## src/design/hhlp_pkg.sv

```systemverilog
`default_nettype none

package hhlp_pkg;

    localparam int unsigned COUNT_LIMIT_DEF = 65535;

    localparam int unsigned LIMIT_W   = 16;
    localparam int unsigned VALUE_W   = 64;
    localparam int unsigned BYTES_W   = 16;
    localparam int unsigned S_TDATA_W = 8;
    localparam int unsigned M_TDATA_W = 88;

    localparam logic [LIMIT_W-1:0] LIMIT_RESET = 16'd8191;

    // line phase codes
    localparam logic [2:0] PH_NAME       = 3'd0;
    localparam logic [2:0] PH_PRE_COLON  = 3'd1;
    localparam logic [2:0] PH_POST_COLON = 3'd2;
    localparam logic [2:0] PH_DIGITS     = 3'd3;
    localparam logic [2:0] PH_SKIP       = 3'd4;

    localparam logic [3:0] NAME_LEN = 4'd14;

    localparam logic [7:0] CH_CR    = 8'h0D;
    localparam logic [7:0] CH_LF    = 8'h0A;
    localparam logic [7:0] CH_SP    = 8'h20;
    localparam logic [7:0] CH_TAB   = 8'h09;
    localparam logic [7:0] CH_VT    = 8'h0B;
    localparam logic [7:0] CH_FF    = 8'h0C;
    localparam logic [7:0] CH_COLON = 8'h3A;
    localparam logic [7:0] CH_PLUS  = 8'h2B;
    localparam logic [7:0] CH_ZERO  = 8'h30;
    localparam logic [7:0] CH_NINE  = 8'h39;
    localparam logic [7:0] CH_UP_A  = 8'h41;
    localparam logic [7:0] CH_UP_Z  = 8'h5A;
    localparam logic [7:0] CASE_OFS = 8'h20;

    // terminator progress codes
    localparam logic [1:0] TP_NONE   = 2'd0;
    localparam logic [1:0] TP_CR     = 2'd1;
    localparam logic [1:0] TP_CRLF   = 2'd2;
    localparam logic [1:0] TP_CRLFCR = 2'd3;

    // lower-case "content-length"
    function automatic logic [7:0] name_char(input logic [3:0] pos);
        logic [7:0] ch;
        case (pos)
            4'd0:    ch = 8'h63;
            4'd1:    ch = 8'h6F;
            4'd2:    ch = 8'h6E;
            4'd3:    ch = 8'h74;
            4'd4:    ch = 8'h65;
            4'd5:    ch = 8'h6E;
            4'd6:    ch = 8'h74;
            4'd7:    ch = 8'h2D;
            4'd8:    ch = 8'h6C;
            4'd9:    ch = 8'h65;
            4'd10:   ch = 8'h6E;
            4'd11:   ch = 8'h67;
            4'd12:   ch = 8'h74;
            4'd13:   ch = 8'h68;
            default: ch = 8'h00;
        endcase
        return ch;
    endfunction

endpackage

`default_nettype wire

```

## src/design/http_header_length_parser.sv

```systemverilog
// HTTP header length parser
//
// s_ channel: one header byte per beat. s_tdata[7:0] holds the byte, s_tuser
// is the start flag that clears the parser before that byte.
// m_ channel: one beat per request once the blank line (CR LF CR LF) is seen
// or the byte count reaches the limit. m_tuser is the status (0 complete,
// 1 too long); m_tdata carries the length value, the present flag and the
// header byte count.
// cfg_we / cfg_wdata write the header byte limit (reset value 8191).
//
// Path: an accepted byte is held in the input register; its result beat is
// then written to the result register, together with the parser state update.
// Throughput: one byte per cycle while the receiver does not stall, set by the
// combinational parser state update with its 64-bit multiply-by-ten-and-add.
// Reset (synchronous, aresetn low) clears both stages and the parser state
// and sets the limit back to 8191. When the receiver stalls with a beat
// waiting, the parser stops, the input register takes at most one byte and
// s_tready is low while that byte is held, until the beat is taken.
`default_nettype none

module http_header_length_parser #(
    parameter int unsigned COUNT_LIMIT = hhlp_pkg::COUNT_LIMIT_DEF
) (
    input  wire logic                           aclk,
    input  wire logic                           aresetn,
    input  wire logic                           s_tvalid,
    output logic                                s_tready,
    input  wire logic [hhlp_pkg::S_TDATA_W-1:0] s_tdata,   // [7:0] data_byte
    input  wire logic                           s_tuser,   // [0] start_request
    output logic                                m_tvalid,
    input  wire logic                           m_tready,
    // [63:0] body_length, [64] length_present, [80:65] header_bytes
    output logic [hhlp_pkg::M_TDATA_W-1:0]      m_tdata,
    output logic                                m_tuser,   // [0] status
    input  wire logic                           cfg_we,
    input  wire logic [hhlp_pkg::LIMIT_W-1:0]   cfg_wdata
);

    localparam int unsigned CNT_W = $clog2(COUNT_LIMIT + 1);
    localparam int unsigned CMP_W = (CNT_W > hhlp_pkg::LIMIT_W) ? CNT_W : hhlp_pkg::LIMIT_W;
    localparam int unsigned VW    = hhlp_pkg::VALUE_W;
    localparam int unsigned PAD_W = hhlp_pkg::M_TDATA_W - VW - 1 - hhlp_pkg::BYTES_W;

    logic [hhlp_pkg::LIMIT_W-1:0] limit_reg;

    logic       in_valid_reg;
    logic       in_start_reg;
    logic [7:0] in_byte_reg;

    logic [1:0]       tp_reg,    tp_next;
    logic [CNT_W-1:0] cnt_reg,   cnt_next;
    logic [2:0]       phase_reg, phase_next;
    logic [3:0]       pos_reg,   pos_next;
    logic             cr_reg,    cr_next;
    logic [VW-1:0]    value_reg, value_next;
    logic             match_reg, match_next;
    logic             fin_reg,   fin_next;

    logic                         m_valid_reg;
    logic                         m_status_reg;
    logic [VW-1:0]                m_len_reg;
    logic                         m_present_reg;
    logic [hhlp_pkg::BYTES_W-1:0] m_bytes_reg;

    logic out_free;
    logic proc_fire;

    logic [1:0]       tp_eff;
    logic [CNT_W-1:0] cnt_eff;
    logic [2:0]       phase_eff;
    logic [3:0]       pos_eff;
    logic             cr_eff;
    logic [VW-1:0]    value_eff;
    logic             match_eff;
    logic             fin_eff;

    logic [7:0]       c;
    logic [7:0]       lc;
    logic             is_blank;
    logic             is_space;
    logic             is_digit;
    logic [VW+3:0]    prod;
    logic [VW-1:0]    digit_value;
    logic             complete;
    logic             too_long;
    logic [CMP_W-1:0] cnt_cmp;
    logic [CMP_W-1:0] lim_cmp;

    assign out_free  = !m_valid_reg || m_tready;
    assign proc_fire = in_valid_reg && out_free;
    assign s_tready  = !in_valid_reg || out_free;

    always_ff @(posedge aclk) begin
        if (!aresetn) begin
            limit_reg <= hhlp_pkg::LIMIT_RESET;
        end else if (cfg_we) begin
            limit_reg <= cfg_wdata;
        end
    end

    // input register
    always_ff @(posedge aclk) begin
        if (!aresetn) begin
            in_valid_reg <= 1'b0;
        end else if (s_tready) begin
            in_valid_reg <= s_tvalid;
        end
    end

    always_ff @(posedge aclk) begin
        if (s_tready && s_tvalid) begin
            in_start_reg <= s_tuser;
            in_byte_reg  <= s_tdata;
        end
    end

    // parser state
    always_comb begin
        c = in_byte_reg;
        if (in_start_reg) begin
            tp_eff    = hhlp_pkg::TP_NONE;
            cnt_eff   = '0;
            phase_eff = hhlp_pkg::PH_NAME;
            pos_eff   = '0;
            cr_eff    = 1'b0;
            value_eff = '0;
            match_eff = 1'b0;
            fin_eff   = 1'b0;
        end else begin
            tp_eff    = tp_reg;
            cnt_eff   = cnt_reg;
            phase_eff = phase_reg;
            pos_eff   = pos_reg;
            cr_eff    = cr_reg;
            value_eff = value_reg;
            match_eff = match_reg;
            fin_eff   = fin_reg;
        end

        is_blank = (c == hhlp_pkg::CH_SP) || (c == hhlp_pkg::CH_TAB);
        is_space = is_blank || (c == hhlp_pkg::CH_CR) || (c == hhlp_pkg::CH_LF)
                   || (c == hhlp_pkg::CH_VT) || (c == hhlp_pkg::CH_FF);
        is_digit = (c >= hhlp_pkg::CH_ZERO) && (c <= hhlp_pkg::CH_NINE);
        lc = ((c >= hhlp_pkg::CH_UP_A) && (c <= hhlp_pkg::CH_UP_Z)) ?
             c + hhlp_pkg::CASE_OFS : c;

        // value * 10 + digit, saturating
        prod = ({4'b0, value_eff} << 3) + ({4'b0, value_eff} << 1)
               + {{(VW){1'b0}}, c[3:0]};
        digit_value = (|prod[VW+3:VW]) ? {VW{1'b1}} : prod[VW-1:0];

        phase_next = phase_eff;
        pos_next   = pos_eff;
        value_next = value_eff;
        match_next = match_eff;

        unique case (phase_eff)
            hhlp_pkg::PH_NAME: begin
                if ((pos_eff < hhlp_pkg::NAME_LEN) && (lc == hhlp_pkg::name_char(pos_eff))) begin
                    pos_next = pos_eff + 4'd1;
                    if (pos_next == hhlp_pkg::NAME_LEN) begin
                        phase_next = hhlp_pkg::PH_PRE_COLON;
                    end
                end else begin
                    phase_next = hhlp_pkg::PH_SKIP;
                end
            end
            hhlp_pkg::PH_PRE_COLON: begin
                if (c == hhlp_pkg::CH_COLON) begin
                    match_next = 1'b1;
                    value_next = '0;
                    phase_next = hhlp_pkg::PH_POST_COLON;
                end else if (!is_blank) begin
                    phase_next = hhlp_pkg::PH_SKIP;
                end
            end
            hhlp_pkg::PH_POST_COLON: begin
                if (is_space) begin
                    phase_next = hhlp_pkg::PH_POST_COLON;
                end else if (c == hhlp_pkg::CH_PLUS) begin
                    phase_next = hhlp_pkg::PH_DIGITS;
                end else if (is_digit) begin
                    value_next = digit_value;
                    phase_next = hhlp_pkg::PH_DIGITS;
                end else begin
                    phase_next = hhlp_pkg::PH_SKIP;
                end
            end
            hhlp_pkg::PH_DIGITS: begin
                if (is_digit) begin
                    value_next = digit_value;
                end else begin
                    phase_next = hhlp_pkg::PH_SKIP;
                end
            end
            default: begin
                phase_next = hhlp_pkg::PH_SKIP;
            end
        endcase

        if ((c == hhlp_pkg::CH_LF) && cr_eff) begin
            phase_next = match_next ? hhlp_pkg::PH_SKIP : hhlp_pkg::PH_NAME;
            pos_next   = '0;
        end
        cr_next = (c == hhlp_pkg::CH_CR);

        complete = 1'b0;
        if (c == hhlp_pkg::CH_CR) begin
            tp_next = (tp_eff == hhlp_pkg::TP_CRLF) ? hhlp_pkg::TP_CRLFCR : hhlp_pkg::TP_CR;
        end else if (c == hhlp_pkg::CH_LF) begin
            complete = (tp_eff == hhlp_pkg::TP_CRLFCR);
            tp_next  = (tp_eff == hhlp_pkg::TP_CR) ? hhlp_pkg::TP_CRLF : hhlp_pkg::TP_NONE;
        end else begin
            tp_next = hhlp_pkg::TP_NONE;
        end

        cnt_next = (cnt_eff < CNT_W'(COUNT_LIMIT)) ? cnt_eff + 1'b1 : cnt_eff;
        cnt_cmp  = CMP_W'(cnt_next);
        lim_cmp  = CMP_W'(limit_reg);
        too_long = (cnt_cmp >= lim_cmp) || (cnt_next == CNT_W'(COUNT_LIMIT));

        fin_next = complete || too_long;

        // a finished request ignores bytes until the next start
        if (fin_eff) begin
            tp_next    = tp_eff;
            cnt_next   = cnt_eff;
            phase_next = phase_eff;
            pos_next   = pos_eff;
            cr_next    = cr_eff;
            value_next = value_eff;
            match_next = match_eff;
            fin_next   = 1'b1;
            complete   = 1'b0;
            too_long   = 1'b0;
        end
    end

    always_ff @(posedge aclk) begin
        if (!aresetn) begin
            tp_reg    <= hhlp_pkg::TP_NONE;
            cnt_reg   <= '0;
            phase_reg <= hhlp_pkg::PH_NAME;
            pos_reg   <= '0;
            cr_reg    <= 1'b0;
            value_reg <= '0;
            match_reg <= 1'b0;
            fin_reg   <= 1'b0;
        end else if (proc_fire) begin
            tp_reg    <= tp_next;
            cnt_reg   <= cnt_next;
            phase_reg <= phase_next;
            pos_reg   <= pos_next;
            cr_reg    <= cr_next;
            value_reg <= value_next;
            match_reg <= match_next;
            fin_reg   <= fin_next;
        end
    end

    // result register
    always_ff @(posedge aclk) begin
        if (!aresetn) begin
            m_valid_reg <= 1'b0;
        end else if (out_free) begin
            m_valid_reg <= proc_fire && (complete || too_long);
        end
    end

    always_ff @(posedge aclk) begin
        if (proc_fire && (complete || too_long)) begin
            m_status_reg  <= !complete;
            m_len_reg     <= (complete && match_next) ? value_next : '0;
            m_present_reg <= complete && match_next;
            m_bytes_reg   <= cnt_cmp[hhlp_pkg::BYTES_W-1:0];
        end
    end

    assign m_tvalid = m_valid_reg;
    assign m_tuser  = m_status_reg;
    assign m_tdata  = {{PAD_W{1'b0}}, m_bytes_reg, m_present_reg, m_len_reg};

endmodule

`default_nettype wire

```

## config.mk

```make
export PLATFORM = sky130hd
export DESIGN_NAME = http_header_length_parser
export DESIGN_NICKNAME = d
export VERILOG_FILES = /design/src/design/hhlp_pkg.sv /design/src/design/http_header_length_parser.sv
export SDC_FILE = /design/constraint.sdc
export NUM_CORES = 1
export LEC_CHECK = 0
export ABC_AREA = 1
export BUFFER_PORTS_ARGS = -buffer_cell sky130_fd_sc_hd__buf_2
export CAP_MARGIN = 10
export CORE_MARGIN = 1.5
export CORE_UTILIZATION = 53
export CTS_CLUSTER_SIZE = 16
export DETAILED_ROUTE_END_ITERATION = 12
export HOLD_SLACK_MARGIN = 0.15
export PLACE_DENSITY = 0.8
export SYNTH_ARGS = -nofsm -noshare
export SYNTH_HDL_FRONTEND = slang
export SYNTH_SLANG_ARGS = --single-unit
export TNS_END_PERCENT = 30
```

## constraint.sdc

```tcl
create_clock -name aclk -period 7.08 [get_ports aclk]
set_input_delay 0.708 -clock aclk [delete_from_list [all_inputs] [get_ports aclk]]
set_output_delay 0.708 -clock aclk [all_outputs]
set_load 0.01 [all_outputs]
```

==> reports/results.txt, run 1 <==
CTS H-tree depth -> 1
Largest net degree at the start of global routing -> 80
Worst endpoint required time -> 7350 ps
Clock skew -> 19.5 ps
Setup_tns -> 0 ps
Sw frac -> 27.8%
Drt total wl -> 56.7 mm
Layout net count -> 3,123
Synth Register Bits -> 201
DRC -> 0
Core area -> 0.0336 mm2
Crit share post-route -> 78.9%
Clk buf depth -> 3
Max Cap Viol -> 0
Library cells used by synthesis -> 48
CP Capture Type -> flip-flop
Hold_buf cts -> 0
Hold endpoint -> c[4]$_DFFE_PP_
Final HPWL DP -> 43.3 mm
Die area -> 0.0354 mm2
Final Slew Violations -> 0
Combinational Power Share -> 12.6%
Avg Cell Area, Syn -> 6.28 um2
Worst hold path class -> in -> reg
Die H -> 188 um
Clk sink count -> 201
Commonest cells after routing, fill and taps aside -> 931 x nand2_1, 432 x inv_1, 234 x nor2_1
Period minus WS final -> 5590 ps
Global-route wire length before repair -> 92.1 mm
Run status -> completed
Setup Buffers After CTS -> 0
Crit path DAT -> 5860 ps
Switching power -> 799 uW
RSZ-0062 raised after global routing -> false
Clock Latency Late Sink -> 550 ps
Reg2reg setup slack -> 1490 ps
Inserted Clock Buffers -> 23
Reg clk slew, reported paths -> 70 ps
CTS tree -> yes
Commonest non-fill, non-tap cell in the layout -> nand2_1
Startpoint Class -> flip-flop
Synth warn -> 0
Die Span X -> 188 um
Vias per cell -> 5.58
Leak -> 0.0102 uW
Final cell count without fillers -> 3,404
Setup-failing EPs final -> 0
Clk root buf -> clkbuf_16
Diode count -> 0
First DRT Iteration DRCs -> 1,925
GRT Util Overall -> 31.7%
Max-slew headroom at the worst pin -> 20.0%
Cts repair resizes -> 0
R2R cell count -> 24
Area grow syn2layout -> 8.51%
I/O Pins -> 121
Routed length per instance -> 16.6 um
Part of the power in registers -> 44.6%
P_int -> 2080 uW
Hold wc startpoint -> s_tdata[4]
Max VDD drop -> 0.000154 V
Layout cells sized above 1 -> 7.31%
DR pass1 iterations -> 6
Row count -> 67
Primary FF master, synth -> dfxtp_1
Post-placement cell count -> 3,362
Post-Synthesis Cells -> 2,892
Starting Density -> 54.0%
GRT overflow -> 0
Count of final hold-check violations -> 0
Clock share of power -> 42.8%
EDFF count, synth -> 91
Antenna Violating Nets Remaining -> 0
Via count -> 19,000
Reg2reg end -> m_len_reg[45]$_SDFFCE_PN0P_
Ys async rst share -> 0%
Cell area after synthesis -> 0.0182 mm2
Hold path depth -> 1
Worst r2r src -> in_start_reg$_DFFE_PP_
Pwr Density -> 146 mW/mm2
Gp weighted congestion -> 1.02
Least-Margin Pin Slew -> 1200 ps
I/O Buffers -> 113
Crit Path Max Fanout -> 58
Antenna violations before repair -> 0
Sequential area share after synthesis -> 27.2%
FMAX -> 179 MHz
Critical path class -> reg -> reg
Vias in the first global route -> 17,600
## power by group through the flow
stage,registers (uW),logic (uW),clock network [uW]
final,1280,362,1230
after floorplan,1300,263,0
after CTS,1280,356,1240
after global placement,1300,341,0
after detailed placement,1310,355,0
after global routing,1290,405,1290
## layout make-up
type,instances,area [um2]
timing repair buffer,128,678
clock buffer,30,633
inverter,446,1680
fill,3290,13900
tap,448,561
clock inverter,12,130
sequential,201,4930
multi-input combinational,2139,11100
## cell usage after synthesis, types with 7 or more instances
| cell type | count | area (um2) |
|---|---|---|
| a21oi_1 | 195 | 976 |
| a22oi_1 | 53 | 398 |
| a31oi_1 | 9 | 56.3 |
| buf_1 | 9 | 33.8 |
| buf_2 | 12 | 60.1 |
| buf_4 | 8 | 60.1 |
| clkbuf_1 | 77 | 289 |
| dfxtp_1 | 110 | 2200 |
| edfxtp_1 | 91 | 2730 |
| ha_1 | 153 | 1910 |
| inv_1 | 435 | 1630 |
| inv_2 | 9 | 33.8 |
| nand2_1 | 932 | 3500 |
| nand2_2 | 12 | 75.1 |
| nand3_1 | 158 | 791 |
| nand3b_1 | 7 | 52.6 |
| nand4_1 | 27 | 169 |
| nor2_1 | 236 | 886 |
| nor3_1 | 17 | 85.1 |
| nor3_2 | 8 | 80.1 |
| o211ai_1 | 10 | 75.1 |
| o21ai_0 | 190 | 951 |
| o21bai_1 | 13 | 97.6 |
| xnor2_1 | 35 | 307 |
| xor2_1 | 29 | 254 |
## cell families (layout without fill, tap and decap cells)
logic type / count (synthesis) / after routing / synth area share (%)
AND/OR/NAND/NOR: 1423 / 1423 / 32.1
buffers and inverters: 558 / 616 / 12.0
AO/OA/AOI/OAI: 491 / 491 / 14.9
flip-flops: 201 / 201 / 27.2
adder cells (fa/ha/maj): 154 / 154 / 10.7
XOR/XNOR: 64 / 64 / 3.09
other: 1 / 7 / 0.0207
## per-stage QoR
step | hold slack [ps] | setup WS (ps) | total power, uW | util, % | cell area (um2)
after detailed placement | 461 | 1730 | 1660 | 56.3 | 18900
final | 337 | 1490 | 2880 | 58.6 | 19700
after global placement | 456 | 1870 | 1650 | 56.3 | 18900
after global routing | 322 | 1140 | 2980 | 58.6 | 19700
after CTS | 324 | 1690 | 2880 | 58.6 | 19700
after floorplan | 435 | 1690 | 1560 | - | 18200
## worst max path at each step
| stage | startpoint | end | cells after the start |
|---|---|---|---|
| 3_3_place_gp | in_start_reg$_DFFE_PP_ | m_len_reg[0]$_SDFFCE_PN0P_ | 24 |
| 2_1_floorplan | in_start_reg$_DFFE_PP_ | m_bytes_reg[0]$_DFFE_PP_ | 30 |
| 3_5_place_dp | in_start_reg$_DFFE_PP_ | m_len_reg[4]$_SDFFCE_PN0P_ | 27 |
| 6_report | in_start_reg$_DFFE_PP_ | m_len_reg[45]$_SDFFCE_PN0P_ | 24 |
| 5_1_grt | in_start_reg$_DFFE_PP_ | m_len_reg[12]$_SDFFCE_PN0P_ | 24 |
| 4_1_cts | in_start_reg$_DFFE_PP_ | m_len_reg[4]$_SDFFCE_PN0P_ | 27 |
## critical path, cell delays in order, from the launching register on
cell and delay, ps:
edfxtp_1 380, clkinv_1 70, buf_4 580, nand2_1 220, inv_1 160, ha_1 260, ha_1 360, nand2_1 120
nor2_1 240, nand3_1 280, nor2_1 170, nand2_1 120, nand2_1 130, nand2_1 100, nand3_1 80, nand2_1 100
nor2_4 290, nand2_2 170, nor2_4 550, buf_4 420, nand2_1 110, nand2_1 90, nand3_1 70, nand2_1 110
nor2_1 40
## routing by layer
layer  global-route usage, %  wire (um)
met1                    44.8      25700
met2                    50.5      24900
met3                    4.21       4580
met4                    9.14       1440
met5                       0          0
No activity file was read; power rests on OpenSTA's default activity.
==> inputs of run 2 (changes only) <==
==> constraint.sdc (replaced) <==
create_clock -name aclk -period 5.68 [get_ports aclk]
set_input_delay 0.568 -clock aclk [delete_from_list [all_inputs] [get_ports aclk]]
set_output_delay 0.568 -clock aclk [all_outputs]
set_load 0.01 [all_outputs]
==> run 2 against run 1 <==
Against the previous run:
- combinational power up 26%
- clock power up 19%
- register-to-register slack worse by 820 ps
- count of clock-buffer cells in the layout unchanged
- wire length increased by 1.1%
- first-iteration DRC count grew 1.8%
- die area stayed put
==> reports/results.txt, run 2 (same netlist as run 1, synthesis figures left out) <==
Largest net degree at the start of global routing -> 132
Die H -> 188 um
Clk root buf -> clkbuf_16
Cell mode on critical path -> nand2_1
Max Cap Viol -> 0
Via count -> 19,000
Max VDD drop -> 0.000180 V
Part of the power in registers -> 45.5%
Count of final hold-check violations -> 0
P_int -> 2560 uW
Die Span X -> 188 um
Crit path DAT -> 5260 ps
Least-Margin Pin Slew -> 1250 ps
Sw frac -> 27.1%
Clock skew -> 11.6 ps
Clk buf depth -> 3
Critical path class -> reg -> reg
Clock share of power -> 41.6%
Startpoint Class -> flip-flop
Post-layout util -> 58.7%
DR pass1 iterations -> 6
Clock Latency Late Sink -> 530 ps
Hold endpoint -> c[0]$_DFFE_PP_
CTS tree -> yes
Setup_tns -> 0 ps
Routed length per instance -> 16.8 um
Hold wc startpoint -> s_tdata[0]
Max-slew headroom at the worst pin -> 16.6%
Hold_buf cts -> 0
Layout cells sized above 1 -> 7.37%
Cts repair resizes -> 0
Worst r2r src -> in_start_reg$_DFFE_PP_
Final Slew Violations -> 0
Critical Path Max Stage Delay -> 390 ps
DRC -> 0
Slowest CP cell -> edfxtp_1
Antenna Violating Nets Remaining -> 0
Leak -> 0.0102 uW
Area grow syn2layout -> 8.68%
RSZ-0062 raised after global routing -> false
Setup crit start -> in_start_reg$_DFFE_PP_
Layout net count -> 3,126
Placed Area -> 0.0190 mm2
Pwr Density -> 178 mW/mm2
Crit share post-route -> 88.2%
Commonest non-fill, non-tap cell in the layout -> nand2_1
CP Capture Type -> flip-flop
GRT overflow -> 0
Core area -> 0.0336 mm2
Worst endpoint required time -> 5930 ps
Hold path depth -> 1
I/O Buffers -> 113
Run status -> completed
Vias per cell -> 5.57
Drt total wl -> 57.3 mm
Starting Density -> 54.0%
Worst hold path class -> in -> reg
Combinational Power Share -> 13.0%
Global-route wire length before repair -> 92.2 mm
Gp weighted congestion -> 1.02
Final HPWL DP -> 43.8 mm
First DRT Iteration DRCs -> 1,960
Clk sink count -> 201
R2R cell count -> 28
Design area -> 0.0197 mm2
Reg clk slew, reported paths -> 60 ps
Reg2reg end -> m_len_reg[56]$_SDFFCE_PN0P_
Diode count -> 0
Vias in the first global route -> 18,000
Row count -> 67
Setup-failing EPs final -> 0
Switching power -> 954 uW
Crit Path Max Fanout -> 35
Commonest cells after routing, fill and taps aside -> 931 x nand2_1, 432 x inv_1, 234 x nor2_1
Period minus WS final -> 5010 ps
CTS H-tree depth -> 1
Setup Buffers After CTS -> 0
Reg2reg setup slack -> 670 ps
Antenna violations before repair -> 0
FMAX -> 200 MHz
Die area -> 0.0354 mm2
Inserted Clock Buffers -> 22
GRT Util Overall -> 32.0%
I/O Pins -> 121
run 2: power groups by stage:
stage,registers [uW],logic [uW],clock network (uW)
final,1600,455,1460
after global routing,1600,510,1520
after CTS,1600,450,1470
after detailed placement,1630,447,0
after global placement,1620,434,0
after floorplan,1620,328,0
run 2: routing by layer:
layer  global-route usage (%)  vias up  routed length (um)
li1                         -     9387                   -
met1                     43.2     8707               25300
met2                     53.0      766               25900
met3                     4.94      108                4820
met4                     8.92        0                1270
met5                        0        -                   0
run 2: final cells by class:
type / count / area, um2
fillers: 3292 / 13900
multi-input cells: 2139 / 11100
flip-flops and latches: 201 / 4930
inverters: 446 / 1680
repair buffers: 132 / 746
clock buffers: 30 / 621
well taps: 448 / 561
clock inverters: 9 / 106
run 2: how the worst max path moves through the flow:
stage                                        to  slack [ps]  cells after the start
floorplan              m_bytes_reg[0]$_DFFE_PP_         290                     30
global placement    m_len_reg[56]$_SDFFCE_PN0P_         800                     28
detailed placement  m_len_reg[58]$_SDFFCE_PN0P_         670                     28
CTS                 m_len_reg[49]$_SDFFCE_PN0P_         640                     28
global route        m_len_reg[49]$_SDFFCE_PN0P_          90                     28
finish              m_len_reg[56]$_SDFFCE_PN0P_         670                     28
run 2: stage by stage:
stage / hold WS (ps) / total power (uW) / setup slack (ps) / instances
2_1_floorplan: 435 / 1950 / 286 / 2898
3_3_place_gp: 456 / 2060 / 797 / 3366
3_5_place_dp: 465 / 2070 / 672 / 3366
4_1_cts: 204 / 3520 / 642 / 3405
5_1_grt: 212 / 3640 / 93.8 / 3405
6_report: 218 / 3510 / 670 / 3405
run 2: worst max-delay path: cells and delay by family (launching register included):
family	cells	cell delay (ps)
AND/OR/NAND/NOR	17	1780
flip-flops	1	390
AO/OA/AOI/OAI	4	690
adder cells (fa/ha/maj)	2	500
buffers and inverters	5	1350
